===== config.mk =====
export PLATFORM = sky130hd
export DESIGN_NAME = nearest_neighbor_scale_address_gen
export DESIGN_NICKNAME = d
export VERILOG_FILES = /design/src/rtl/nnsag_pkg.sv /design/src/rtl/nnsag_div.sv /design/src/rtl/nearest_neighbor_scale_address_gen.sv
export VERILOG_INCLUDE_DIRS = /design/src /design/src/rtl
export SDC_FILE = /design/constraint.sdc
export NUM_CORES = 2
export LEC_CHECK = 0
export BUFFER_PORTS_ARGS = -buffer_cell sky130_fd_sc_hd__buf_2
export CORE_MARGIN = 10
export CORE_UTILIZATION = 56
export DETAILED_ROUTE_END_ITERATION = 6
export PLACE_DENSITY = 0.73
export SLEW_MARGIN = 10
export SYNTH_ARGS = -nofsm -noshare
export SYNTH_HDL_FRONTEND = slang
export SYNTH_HIERARCHICAL = 1
export SYNTH_SLANG_ARGS = --single-unit

===== constraint.sdc =====
create_clock -name i_clk -period 7.5 [get_ports i_clk]
set_clock_uncertainty 0.1 [all_clocks]
set_input_delay 0.375 -clock i_clk [delete_from_list [all_inputs] [get_ports i_clk]]
set_output_delay 0.375 -clock i_clk [all_outputs]
set_load 0.05 [all_outputs]

===== src/rtl/nearest_neighbor_scale_address_gen_macros.svh =====
// ---------------------------------------------------------------------------
// nearest neighbor scale address generator assertion macros
// concurrent property wrappers clocked on i_clk, disabled during reset
// ---------------------------------------------------------------------------
`ifndef NEAREST_NEIGHBOR_SCALE_ADDRESS_GEN_MACROS_SVH
`define NEAREST_NEIGHBOR_SCALE_ADDRESS_GEN_MACROS_SVH

// same-cycle implication
`define NNSAG_ASSERT_IMP(lbl, ante, cons, msg) \
    lbl: assert property (@(posedge i_clk) disable iff (!i_rst_n) (ante) |-> (cons)) \
        else $error(msg);

// next-cycle implication
`define NNSAG_ASSERT_NXT(lbl, ante, cons, msg) \
    lbl: assert property (@(posedge i_clk) disable iff (!i_rst_n) (ante) |=> (cons)) \
        else $error(msg);

`endif


===== src/rtl/nnsag_pkg.sv =====
// ---------------------------------------------------------------------------
// nnsag_pkg
// shared widths, register indexes and state encoding of the scale address
// generator
// ---------------------------------------------------------------------------
`timescale 1ns / 1ps

package nnsag_pkg;

    // field widths
    localparam int ADDR_W      = 32;
    localparam int STRIDE_W    = 17;
    localparam int SIZE_W      = 13;
    localparam int OFFSET_W    = 12;
    localparam int COORD_W     = 12;

    // port widths
    localparam int CFG_INDEX_W = 3;
    localparam int CFG_DATA_W  = 32;
    localparam int IN_TDATA_W  = 8;
    localparam int OUT_TDATA_W = ADDR_W + 2 * COORD_W;

    // configuration register indexes
    typedef enum logic [CFG_INDEX_W-1:0] {
        CFG_SOURCE_BASE      = 3'd0,
        CFG_ROW_STRIDE       = 3'd1,
        CFG_SRC_WIDTH        = 3'd2,
        CFG_SRC_HEIGHT       = 3'd3,
        CFG_DST_WIDTH        = 3'd4,
        CFG_DST_HEIGHT       = 3'd5,
        CFG_CONTENT_OFFSET_X = 3'd6,
        CFG_CONTENT_OFFSET_Y = 3'd7
    } t_cfg_index;

    // control sequencer states
    typedef enum logic [1:0] {
        S_RUN,
        S_DIVIDE,
        S_SCALE,
        S_ISSUE
    } t_state;

endpackage


===== src/rtl/nnsag_div.sv =====
// ---------------------------------------------------------------------------
// nnsag_div
// restoring radix-2 divider, one quotient bit per cycle
// ---------------------------------------------------------------------------
`timescale 1ns / 1ps

module nnsag_div #(
    parameter int W = 13
) (
    input  logic         i_clk,
    input  logic         i_rst_n,
    input  logic         i_start,
    input  logic [W-1:0] i_dividend,
    input  logic [W-1:0] i_divisor,
    output logic         o_busy,
    output logic [W-1:0] o_quotient,
    output logic [W-1:0] o_remainder
);

    import nnsag_pkg::*;

    localparam int CNT_W = $clog2(W);

    logic             r_busy;
    logic [CNT_W-1:0] r_cnt;
    logic [W-1:0]     r_quo;
    logic [W-1:0]     r_rem;
    logic [W-1:0]     r_div;

    logic [W:0]       shifted;
    logic [W+1:0]     diff;
    logic             ge;
    logic [W-1:0]     n_rem;
    logic [W-1:0]     n_quo;

    // one trial subtraction
    always_comb begin
        shifted = {r_rem, r_quo[W-1]};
        diff    = {1'b0, shifted} - {2'b00, r_div};
        ge      = ~diff[W+1];
        n_rem   = ge ? diff[W-1:0] : shifted[W-1:0];
        n_quo   = {r_quo[W-2:0], ge};
    end

    // step counter
    always_ff @(posedge i_clk) begin
        if (!i_rst_n) begin
            r_busy <= 1'b0;
            r_cnt  <= '0;
        end else if (i_start) begin
            r_busy <= 1'b1;
            r_cnt  <= CNT_W'(W - 1);
        end else if (r_busy) begin
            if (r_cnt == '0) begin
                r_busy <= 1'b0;
            end else begin
                r_cnt <= r_cnt - CNT_W'(1);
            end
        end
    end

    // quotient and partial remainder
    always_ff @(posedge i_clk) begin
        if (i_start) begin
            r_quo <= i_dividend;
            r_rem <= '0;
            r_div <= i_divisor;
        end else if (r_busy) begin
            r_quo <= n_quo;
            r_rem <= n_rem;
        end
    end

    assign o_busy      = r_busy;
    assign o_quotient  = r_quo;
    assign o_remainder = r_rem;

endmodule


===== src/rtl/nearest_neighbor_scale_address_gen.sv =====
// ---------------------------------------------------------------------------
// nearest_neighbor_scale_address_gen: raster source address generator
// within a frame one address per cycle unless the result stream stalls, result in the cycle
// after the transfer; a frame start holds s_axis_tready low through divide, scale and issue, its
// result issued from issue; synchronous active-low reset, first transfer starts a frame
// ---------------------------------------------------------------------------
`timescale 1ns / 1ps
`include "nearest_neighbor_scale_address_gen_macros.svh"

module nearest_neighbor_scale_address_gen #(
    parameter int MAX_DIM         = 4096,
    parameter int BYTES_PER_PIXEL = 4
) (
    input  logic                             i_clk,
    input  logic                             i_rst_n,
    // configuration write port
    input  logic                             i_cfg_we,
    input  logic [nnsag_pkg::CFG_INDEX_W-1:0] i_cfg_index,
    input  logic [nnsag_pkg::CFG_DATA_W-1:0]  i_cfg_wdata,
    // input stream
    input  logic                             s_axis_tvalid,
    output logic                             s_axis_tready,
    input  logic [nnsag_pkg::IN_TDATA_W-1:0]  s_axis_tdata,  // [0] frame_start
    // result stream
    output logic                             m_axis_tvalid,
    input  logic                             m_axis_tready,
    output logic [nnsag_pkg::OUT_TDATA_W-1:0] m_axis_tdata,  // source_address, dest_x, dest_y
    output logic                             m_axis_tlast,  // row_end
    output logic                             m_axis_tuser   // frame_end
);

    import nnsag_pkg::*;

    localparam int DIM_W  = $clog2(MAX_DIM + 1);
    localparam int CNT_W  = $clog2(MAX_DIM);
    localparam int SUM_W  = DIM_W + 1;
    localparam int OFF_W  = $clog2(MAX_DIM * BYTES_PER_PIXEL + 1);
    localparam int PROD_W = OFFSET_W + STRIDE_W;
    localparam int STEP_W = DIM_W + STRIDE_W;

    // configuration registers
    logic [ADDR_W-1:0]   r_cfg_source_base;
    logic [STRIDE_W-1:0] r_cfg_row_stride;
    logic [SIZE_W-1:0]   r_cfg_src_width;
    logic [SIZE_W-1:0]   r_cfg_src_height;
    logic [SIZE_W-1:0]   r_cfg_dst_width;
    logic [SIZE_W-1:0]   r_cfg_dst_height;
    logic [OFFSET_W-1:0] r_cfg_offset_x;
    logic [OFFSET_W-1:0] r_cfg_offset_y;

    // frame state
    t_state              r_state, n_state;
    logic [DIM_W-1:0]    r_frame_dw;
    logic [DIM_W-1:0]    r_frame_dh;
    logic [STRIDE_W-1:0] r_frame_stride;
    logic [CNT_W-1:0]    r_col_count, n_col_count;
    logic [CNT_W-1:0]    r_row_count, n_row_count;
    logic [CNT_W-1:0]    r_col_err, n_col_err;
    logic [CNT_W-1:0]    r_row_err, n_row_err;
    logic [OFF_W-1:0]    r_src_off, n_src_off;
    logic [ADDR_W-1:0]   r_row_address, n_row_address;
    logic [PROD_W-1:0]   r_off_prod;
    logic [STEP_W-1:0]   r_row_step;
    logic [OFF_W-1:0]    r_col_step;

    // result register
    logic                r_out_valid;
    logic [ADDR_W-1:0]   r_out_addr;
    logic [COORD_W-1:0]  r_out_x;
    logic [COORD_W-1:0]  r_out_y;
    logic                r_out_row_end;
    logic                r_out_frame_end;

    // control
    logic                out_free;
    logic                in_xfer;
    logic                need_setup;
    logic                setup_go;
    logic                issue_step;
    logic                scale_load;
    logic                do_step;
    logic                row_end;
    logic                frame_end;

    // clamped sizes and divider results
    logic [DIM_W-1:0]    clamp_sw, clamp_sh, clamp_dw, clamp_dh;
    logic                col_busy, row_busy;
    logic [DIM_W-1:0]    col_q, col_rem, row_q, row_rem;

    // step arithmetic
    logic [SUM_W-1:0]    col_sum, row_sum;
    logic                col_carry, row_carry;

    function automatic logic [DIM_W-1:0] clamp_dim(input logic [SIZE_W-1:0] v);
        if (v == '0) begin
            return DIM_W'(1);
        end else if (32'(v) > 32'(MAX_DIM)) begin
            return DIM_W'(MAX_DIM);
        end
        return DIM_W'(v);
    endfunction

    assign clamp_sw = clamp_dim(r_cfg_src_width);
    assign clamp_sh = clamp_dim(r_cfg_src_height);
    assign clamp_dw = clamp_dim(r_cfg_dst_width);
    assign clamp_dh = clamp_dim(r_cfg_dst_height);

    // configuration writes
    always_ff @(posedge i_clk) begin
        if (!i_rst_n) begin
            r_cfg_source_base <= '0;
            r_cfg_row_stride  <= STRIDE_W'(4);
            r_cfg_src_width   <= SIZE_W'(1);
            r_cfg_src_height  <= SIZE_W'(1);
            r_cfg_dst_width   <= SIZE_W'(1);
            r_cfg_dst_height  <= SIZE_W'(1);
            r_cfg_offset_x    <= '0;
            r_cfg_offset_y    <= '0;
        end else if (i_cfg_we) begin
            case (i_cfg_index)
                CFG_SOURCE_BASE:      r_cfg_source_base <= i_cfg_wdata[ADDR_W-1:0];
                CFG_ROW_STRIDE:       r_cfg_row_stride  <= i_cfg_wdata[STRIDE_W-1:0];
                CFG_SRC_WIDTH:        r_cfg_src_width   <= i_cfg_wdata[SIZE_W-1:0];
                CFG_SRC_HEIGHT:       r_cfg_src_height  <= i_cfg_wdata[SIZE_W-1:0];
                CFG_DST_WIDTH:        r_cfg_dst_width   <= i_cfg_wdata[SIZE_W-1:0];
                CFG_DST_HEIGHT:       r_cfg_dst_height  <= i_cfg_wdata[SIZE_W-1:0];
                CFG_CONTENT_OFFSET_X: r_cfg_offset_x    <= i_cfg_wdata[OFFSET_W-1:0];
                CFG_CONTENT_OFFSET_Y: r_cfg_offset_y    <= i_cfg_wdata[OFFSET_W-1:0];
                default: ;
            endcase
        end
    end

    // per-frame quotient dividers
    nnsag_div #(.W(DIM_W)) u_col_div (
        .i_clk       (i_clk),
        .i_rst_n     (i_rst_n),
        .i_start     (setup_go),
        .i_dividend  (clamp_sw),
        .i_divisor   (clamp_dw),
        .o_busy      (col_busy),
        .o_quotient  (col_q),
        .o_remainder (col_rem)
    );

    nnsag_div #(.W(DIM_W)) u_row_div (
        .i_clk       (i_clk),
        .i_rst_n     (i_rst_n),
        .i_start     (setup_go),
        .i_dividend  (clamp_sh),
        .i_divisor   (clamp_dh),
        .o_busy      (row_busy),
        .o_quotient  (row_q),
        .o_remainder (row_rem)
    );

    // handshake terms
    assign out_free   = !r_out_valid || m_axis_tready;
    assign in_xfer    = s_axis_tvalid && s_axis_tready;
    assign need_setup = s_axis_tdata[0] || (r_col_count == '0 && r_row_count == '0);
    assign setup_go   = in_xfer && need_setup;
    assign do_step    = (in_xfer && !need_setup) || issue_step;

    // sequencer outputs
    always_comb begin
        s_axis_tready = 1'b0;
        issue_step    = 1'b0;
        scale_load    = 1'b0;
        case (r_state)
            S_RUN:   s_axis_tready = out_free;
            S_SCALE: scale_load    = 1'b1;
            S_ISSUE: issue_step    = out_free;
            default: ;
        endcase
    end

    // sequencer next state
    always_comb begin
        n_state = r_state;
        case (r_state)
            S_RUN: begin
                if (setup_go) n_state = S_DIVIDE;
            end
            S_DIVIDE: begin
                if (!col_busy && !row_busy) n_state = S_SCALE;
            end
            S_SCALE: n_state = S_ISSUE;
            S_ISSUE: begin
                if (out_free) n_state = S_RUN;
            end
            default: n_state = S_RUN;
        endcase
    end

    // end marks of the current pixel
    assign row_end   = (SUM_W'(r_col_count) + SUM_W'(1)) >= SUM_W'(r_frame_dw);
    assign frame_end = row_end && ((SUM_W'(r_row_count) + SUM_W'(1)) >= SUM_W'(r_frame_dh));

    // dda error accumulators
    assign col_sum   = SUM_W'(r_col_err) + SUM_W'(col_rem);
    assign col_carry = col_sum >= SUM_W'(r_frame_dw);
    assign row_sum   = SUM_W'(r_row_err) + SUM_W'(row_rem);
    assign row_carry = row_sum >= SUM_W'(r_frame_dh);

    // next pixel state
    always_comb begin
        n_col_count   = r_col_count;
        n_row_count   = r_row_count;
        n_col_err     = r_col_err;
        n_row_err     = r_row_err;
        n_src_off     = r_src_off;
        n_row_address = r_row_address;
        if (frame_end) begin
            n_col_count = '0;
            n_row_count = '0;
        end else if (row_end) begin
            n_col_count   = '0;
            n_src_off     = '0;
            n_col_err     = '0;
            n_row_count   = r_row_count + CNT_W'(1);
            n_row_address = r_row_address + ADDR_W'(r_row_step)
                          + (row_carry ? ADDR_W'(r_frame_stride) : '0);
            n_row_err     = CNT_W'(row_carry ? row_sum - SUM_W'(r_frame_dh) : row_sum);
        end else begin
            n_col_count = r_col_count + CNT_W'(1);
            n_src_off   = r_src_off + r_col_step
                        + (col_carry ? OFF_W'(BYTES_PER_PIXEL) : '0);
            n_col_err   = CNT_W'(col_carry ? col_sum - SUM_W'(r_frame_dw) : col_sum);
        end
    end

    // control and counters
    always_ff @(posedge i_clk) begin
        if (!i_rst_n) begin
            r_state        <= S_RUN;
            r_out_valid    <= 1'b0;
            r_frame_dw     <= DIM_W'(1);
            r_frame_dh     <= DIM_W'(1);
            r_frame_stride <= STRIDE_W'(4);
            r_col_count    <= '0;
            r_row_count    <= '0;
            r_col_err      <= '0;
            r_row_err      <= '0;
        end else begin
            r_state <= n_state;
            if (do_step) begin
                r_out_valid <= 1'b1;
            end else if (m_axis_tready) begin
                r_out_valid <= 1'b0;
            end
            if (setup_go) begin
                r_frame_dw     <= clamp_dw;
                r_frame_dh     <= clamp_dh;
                r_frame_stride <= r_cfg_row_stride;
                r_col_count    <= '0;
                r_row_count    <= '0;
                r_col_err      <= '0;
                r_row_err      <= '0;
            end else if (do_step) begin
                r_col_count <= n_col_count;
                r_row_count <= n_row_count;
                r_col_err   <= n_col_err;
                r_row_err   <= n_row_err;
            end
        end
    end

    // frame setup products and address datapath
    always_ff @(posedge i_clk) begin
        if (setup_go) begin
            r_off_prod <= PROD_W'(r_cfg_offset_y) * PROD_W'(r_cfg_row_stride);
            r_src_off  <= '0;
        end else if (do_step) begin
            r_src_off  <= n_src_off;
        end
        if (scale_load) begin
            r_row_step    <= STEP_W'(row_q) * STEP_W'(r_frame_stride);
            r_col_step    <= OFF_W'(32'(col_q) * 32'(BYTES_PER_PIXEL));
            r_row_address <= r_cfg_source_base + ADDR_W'(r_off_prod)
                           + ADDR_W'(r_cfg_offset_x) * ADDR_W'(BYTES_PER_PIXEL);
        end else if (do_step) begin
            r_row_address <= n_row_address;
        end
    end

    // result payload
    always_ff @(posedge i_clk) begin
        if (do_step) begin
            r_out_addr      <= r_row_address + ADDR_W'(r_src_off);
            r_out_x         <= COORD_W'(r_col_count);
            r_out_y         <= COORD_W'(r_row_count);
            r_out_row_end   <= row_end;
            r_out_frame_end <= frame_end;
        end
    end

    assign m_axis_tvalid = r_out_valid;
    assign m_axis_tdata  = {r_out_y, r_out_x, r_out_addr};
    assign m_axis_tlast  = r_out_row_end;
    assign m_axis_tuser  = r_out_frame_end;

    // checks
    `NNSAG_ASSERT_IMP(a_col_in_frame, r_state == S_RUN, SUM_W'(r_col_count) < SUM_W'(r_frame_dw), "column count beyond frame width")
    `NNSAG_ASSERT_IMP(a_row_err_bound, r_state == S_RUN, SUM_W'(r_row_err) < SUM_W'(r_frame_dh), "row error not below frame height")
    `NNSAG_ASSERT_NXT(a_setup_divides, setup_go, r_state == S_DIVIDE, "frame start did not enter divide")
    `NNSAG_ASSERT_IMP(a_frame_end_row_end, m_axis_tvalid && m_axis_tuser, m_axis_tlast, "frame end without row end")

endmodule


; After elaboration in Yosys (flattened, before gate mapping)
; Index checks and enable logic that the tools add are counted.
[totals]
output_inout_bits = 60
register_bits = 484
input_bits = 48
[op_classes]
mux = 61
reduce_logical = 47
order_cmp = 8
multipliers = 2
eq_ne = 16
addsub = 19
bitwise = 6
[ops]
columns = operator, count
row1 = 13-bit 2-to-1 mux, 18
row2 = 32-bit 2-to-1 mux, 4
row3 = 12-bit 2-to-1 mux, 7
row4 = "13-bit > comparator, second input constant", 4
row5 = 13-bit zero test, 4
row6 = 32-bit by 14-bit adder with 32-bit output, 1
row7 = 32-bit by 15-bit adder with 32-bit output, 1
row8 = 32-bit by 17-bit adder with 32-bit output, 1
row9 = 32-bit by 29-bit adder with 32-bit output, 1
row10 = 32-bit by 30-bit adder with 32-bit output, 1
row11 = 13-bit by 17-bit multiplier with 30-bit output, 1
row12 = 14-bit by 13-bit subtractor with 15-bit output, 2
row13 = 12-bit by 17-bit multiplier with 29-bit output, 1
row14 = 12-bit by 13-bit adder with 14-bit output, 2
row15 = 14-bit by 13-bit greater-or-equal comparator with 1-bit output, 2
row16 = 2-bit AND reduction, 14
row17 = "12-bit by 1-bit adder with 13-bit output, second input constant", 2
row18 = 13-bit greater-or-equal comparator, 2
row19 = "12-bit by 1-bit adder with 12-bit output, second input constant", 2
row20 = 12-bit zero test, 2
row21 = 4-bit 2-to-1 mux, 6
row22 = 12-bit subtractor, 2
row23 = 1-bit 2-to-1 mux, 19
row24 = 17-bit 2-to-1 mux, 1
row25 = 23 further kinds, 59

; Logic depth before layout (Yosys ltp)
[depth]
word_depth = 8
ltp_mapped = 31
mapped_depth_nobuf = 30

; Modules after synthesis
; The synthesis kept the hierarchy.
[modules_own_cells]
columns = mod, n_inst, area_each_um2, cells_each, seq_area_each_um2
row1 = nearest_neighbor_scale_address_gen, 1, 36092.1, 3960, 9509.1
row2 = nnsag_div, 2, 2472.4, 234, 1141.1

; Worst setup path after synthesis
; Ideal clock, no wire load.
[synth_timing]
path_type = register to register
start = reg u_row_div.r_rem[0] (netlist: u_row_div/o_remainder[0])
end = reg r_row_address[24] (data pin)
stages_incl_launch_ff = 30
setup_time_ps = 259
slack_ps = 731
t_arrival_ps = 6410
period_less_slack_ps = 6769
required_ps = 7141
n_path_buf = 2
cell_sequence = dfxtp_1 -> ha_1 -> fa_1 -> a21o_1 -> a21oi_1 -> o21ai_0 -> a21oi_1 -> o21ai_0 -> a21o_1 -> a2111oi_0 -> a21oi_1 -> xor2_1 -> ha_1 -> a221o_1 -> a31oi_1 -> o21ai_1 -> clkbuf_1 -> and2_1 -> fa_1 -> ha_1 -> buf_2 -> a21oi_1 -> o21ai_0 -> a22o_1 -> o31ai_1 -> a21boi_1 -> o21a_1 -> o21ai_0 -> mux2_2 -> a211o_1
[synth_between]
elab_chain_cells = 8
[synth_rtl]
columns = item, line
row1 = "start, declared", nnsag_div.sv:27  ; logic [W-1:0] r_rem;
row2 = "start signal, assigned", nnsag_div.sv:70  ; r_rem <= n_rem;
row3 = 12-bit by 13-bit adder with 14-bit output, nearest_neighbor_scale_address_gen.sv:202  ; assign row_sum = SUM_W'(r_row_err) + SUM_W'(row_rem);
row4 = 14-bit by 13-bit greater-or-equal comparator with 1-bit output, nearest_neighbor_scale_address_gen.sv:203  ; assign row_carry = row_sum >= SUM_W'(r_frame_dh);
row5 = 17-bit 2-to-1 mux, nearest_neighbor_scale_address_gen.sv:222  ; + (row_carry ? ADDR_W'(r_frame_stride) : '0);
row6 = 32-bit by 17-bit adder with 32-bit output, nearest_neighbor_scale_address_gen.sv:222
row7 = 32-bit 2-to-1 mux, nearest_neighbor_scale_address_gen.sv:216  ; end else if (row_end) begin
row8 = 32-bit 2-to-1 mux, nearest_neighbor_scale_address_gen.sv:213  ; if (frame_end) begin
row9 = 32-bit 2-to-1 mux, nearest_neighbor_scale_address_gen.sv:281  ; end else if (do_step) begin
row10 = 32-bit 2-to-1 mux, nearest_neighbor_scale_address_gen.sv:276  ; if (scale_load) begin
row11 = "end signal, assigned", nearest_neighbor_scale_address_gen.sv:279  ; r_row_address <= r_cfg_source_base + ADDR_W'(r_off_prod)
row12 = "end signal, assigned", nearest_neighbor_scale_address_gen.sv:282  ; r_row_address <= n_row_address;
row13 = "end, declared", nearest_neighbor_scale_address_gen.sv:61  ; logic [ADDR_W-1:0] r_row_address, n_row_address;
; No other way between the ends. The select of a mux whose other input is x is not followed.
; A chain may end at the register's enable or synchronous reset.

; Final worst setup path
; Ends and elaborated chain as after synthesis.

==> results_dict.tcl <==
set metrics [dict create \
    max-cap-violations 0 \
    n_fill_cell 6290 \
    first_pass_iters 5 \
    max_freq_ghz 0.139 \
    nNetsFinal 5221 \
    clk_pin_slew_ps 60 \
    power.leakage_nw 19.8 \
    cp.arrival_ps 7450 \
    grt_pass1_wl_mm 162 \
    cts_tree "done" \
    met1_length_mm 42.3 \
    finalCriticalPeriod_ps 7170 \
    gp_congestion 0.934 \
    wl_met3_mm 6.15 \
    drv_slew 0 \
    relSlewSlack_pct 13.7 \
    slowest_delay_ps 480 \
    fp.dieW_um 291 \
    synth-edff-count 214 \
    dieArea_um2 84500 \
    wire_per_inst_um 18.1 \
    design_area_um2 44300 \
    synth_area_per_cell_um2 9.27 \
    io_pins 108 \
    start_kind "flop" \
    rows 99 \
    slowest_stage "fa_1" \
    coreArea_um2 72800 \
    layout_commonest_cell "nand2_1" \
    vias 30900 \
    peakVddDrop_uv 379 \
    via_per_inst 5.68 \
    outcome "completed" \
    place_ws_ps 123 \
    synth_warnings 6 \
    finalSetupViolations 0 \
    grt_usage_pct 23.0 \
    crit_type "flop to flop" \
    ys_seq_area_share_pct 28.7 \
    highest_layer "met5" \
    drive_gt1_share_pct 6.78 \
    p_per_area_nw_per_um2 272 \
    drc 0 \
    routed_wl_mm 98.4 \
    fin_hold_ws_ps 46.2 \
    cts_root_buf "clkbuf_16" \
    ys.flop_type "dfxtp_1" \
    worst_path_most_repeated_cell "o21ai_0" \
    worst_pin_slew_ps 1280 \
    synth_async_sr_flop_share_pct 0 \
    grt_remaining_overflow 0 \
    start_util_pct 56.3 \
    ant_nets 0 \
    grt_max_degree 121 \
    netlist_instances 4428 \
    syn_area_um2 41000 \
    min_path_type "primary input to flop" \
    hold_violations 0 \
    cp_data_required_time_ps 7780 \
    swShare_pct 40.3 \
    power_mw 12.1 \
    area_delta_synth_final_pct 8.06 \
    ys_types 83 \
    worstSetupEndpointType "flop" \
    ys_seq_elements 482 \
    p_clk_share_pct 22.2 \
    setup_ws_ps 327 \
    htree_levels 2 \
    io_buffers 100 \
    numCtsBuffers 53 \
    critPathMaxFanout 7 \
    dieHeight_um 291 \
    p_comb_share_pct 45.4 \
    antenna_found_initial 7 \
    finalCritPeriodShare_pct 95.6 \
    dr_wl_met2_mm 46.9 \
    dp_hpwl_mm 73.1 \
    grt_pass1_vias 31200 \
    sequentialPowerShare_pct 32.4 \
    final_cell_mix "nand2_1 (744), inv_1 (445), ha_1 (372), fa_1 (354), dfxtp_1 (268)" \
    switchingPower_mw 4.87 \
    drt_iter0_drc 1820 \
    cts_buffer_depth 3 \
    cellInternalPower_mw 7.21 \
    cts_sinks 482 \
    dpl_cell_area_um2 42200 \
    clock_latency_ps 630 \
    synthesis.nets 5210 \
]
## through the flow
stage | utilization (%) | cells | setup TNS, ps
after floorplan | - | 4428 | 0
final | 60.9 | 5446 | 0
after global placement | 57.9 | 5319 | 0
after detailed placement | 57.9 | 5319 | 0
after CTS | 60.6 | 5438 | 0
after global routing | 60.9 | 5443 | -24.7
## flip-flops by register name, summed over array words and instances, names as in the netlist, 17 cells and up
name,count
r_row_step,30
r_frame_stride,17
r_out_addr,32
r_cfg_source_base,32
r_cfg_row_stride,17
r_row_address,32
r_off_prod,29
## area by class of cell
cell class / instances / area (um2) / share of cell area (%)
Multi-Input combinational cell: 3296 / 26900 / 60.6
Sequential cell: 482 / 11800 / 26.6
Inverter: 450 / 1690 / 3.82
Clock buffer: 68 / 1450 / 3.26
Tap cell: 959 / 1200 / 2.71
Timing Repair Buffer: 156 / 987 / 2.23
Clock inverter: 32 / 337 / 0.759
Antenna cell: 3 / 7.51 / 0.0169
## power groups by stage
| stage | Combinational (mW) | Sequential [mW] | Clock [mW] |
|---|---|---|---|
| floorplan | 4.24 | 3.66 | 0 |
| global placement | 5.06 | 3.95 | 0 |
| detailed placement | 5.18 | 3.96 | 0 |
| CTS | 5.22 | 3.91 | 2.73 |
| global route | 6.09 | 3.97 | 2.84 |
| finish | 5.48 | 3.92 | 2.68 |
## critical path, delay by kind of cell, from the launching register on
kind / cells / cell delay [ps]
compound gates: 19 / 3820
buf+inv: 1 / 170
flops: 1 / 340
simple gates: 1 / 240
fa+ha+maj: 5 / 1730
mux: 1 / 350
xor+xnor: 1 / 150
## worst paths after layout
path         depth (start not counted)                startpoint             endpoint  slack, ps
max                                 28  u_row_div/o_remainder[0]    r_row_address[24]        330
min                                  3            i_cfg_wdata[0]  r_cfg_dst_height[0]         50
max reg2reg                         28  u_row_div/o_remainder[0]    r_row_address[24]        330
min reg2reg                          0  u_col_div/o_quotient[11]       r_col_step[13]        340
## logic make-up after synthesis
family,count (synthesis),synth area share [%]
simple gates,1482,16.7
compound gates,814,13.6
fa+ha+maj,734,28.9
buf+inv,651,6.13
flops,482,28.7
xor+xnor,191,4.08
mux,74,1.89
## repair_timing
| item | in CTS | in global routing |
|---|---|---|
| hold buffers | 19 | 0 |
| buffers inserted | 0 | 4 |
| gates resized for setup | 0 | 30 |
| hold endpoints to repair | 23 | 0 |
| setup endpoints to repair | 0 | 13 |
## per-layer routing
layer  vias up  global-route usage (%)
met5         -                       0
met4         2                    7.19
met3       154                    3.34
met2       774                    39.1
met1     15100                    29.9
li1      14900                       -
## synthesized netlist by cell type, types with 76 or more instances
master	count	share of area, %
inv_1	446	4.1
o21ai_0	111	1.4
clkbuf_1	167	1.5
nor2_1	206	1.9
a21oi_1	178	2.2
fa_1	354	17
edfxtp_1	214	16
a21o_1	76	1.4
and2_1	165	2.5
nand2_1	744	6.8
xnor2_1	121	2.6
dfxtp_1	268	13
a21boi_0	168	3.1
ha_1	380	12
(Power assumes the default switching activity.)
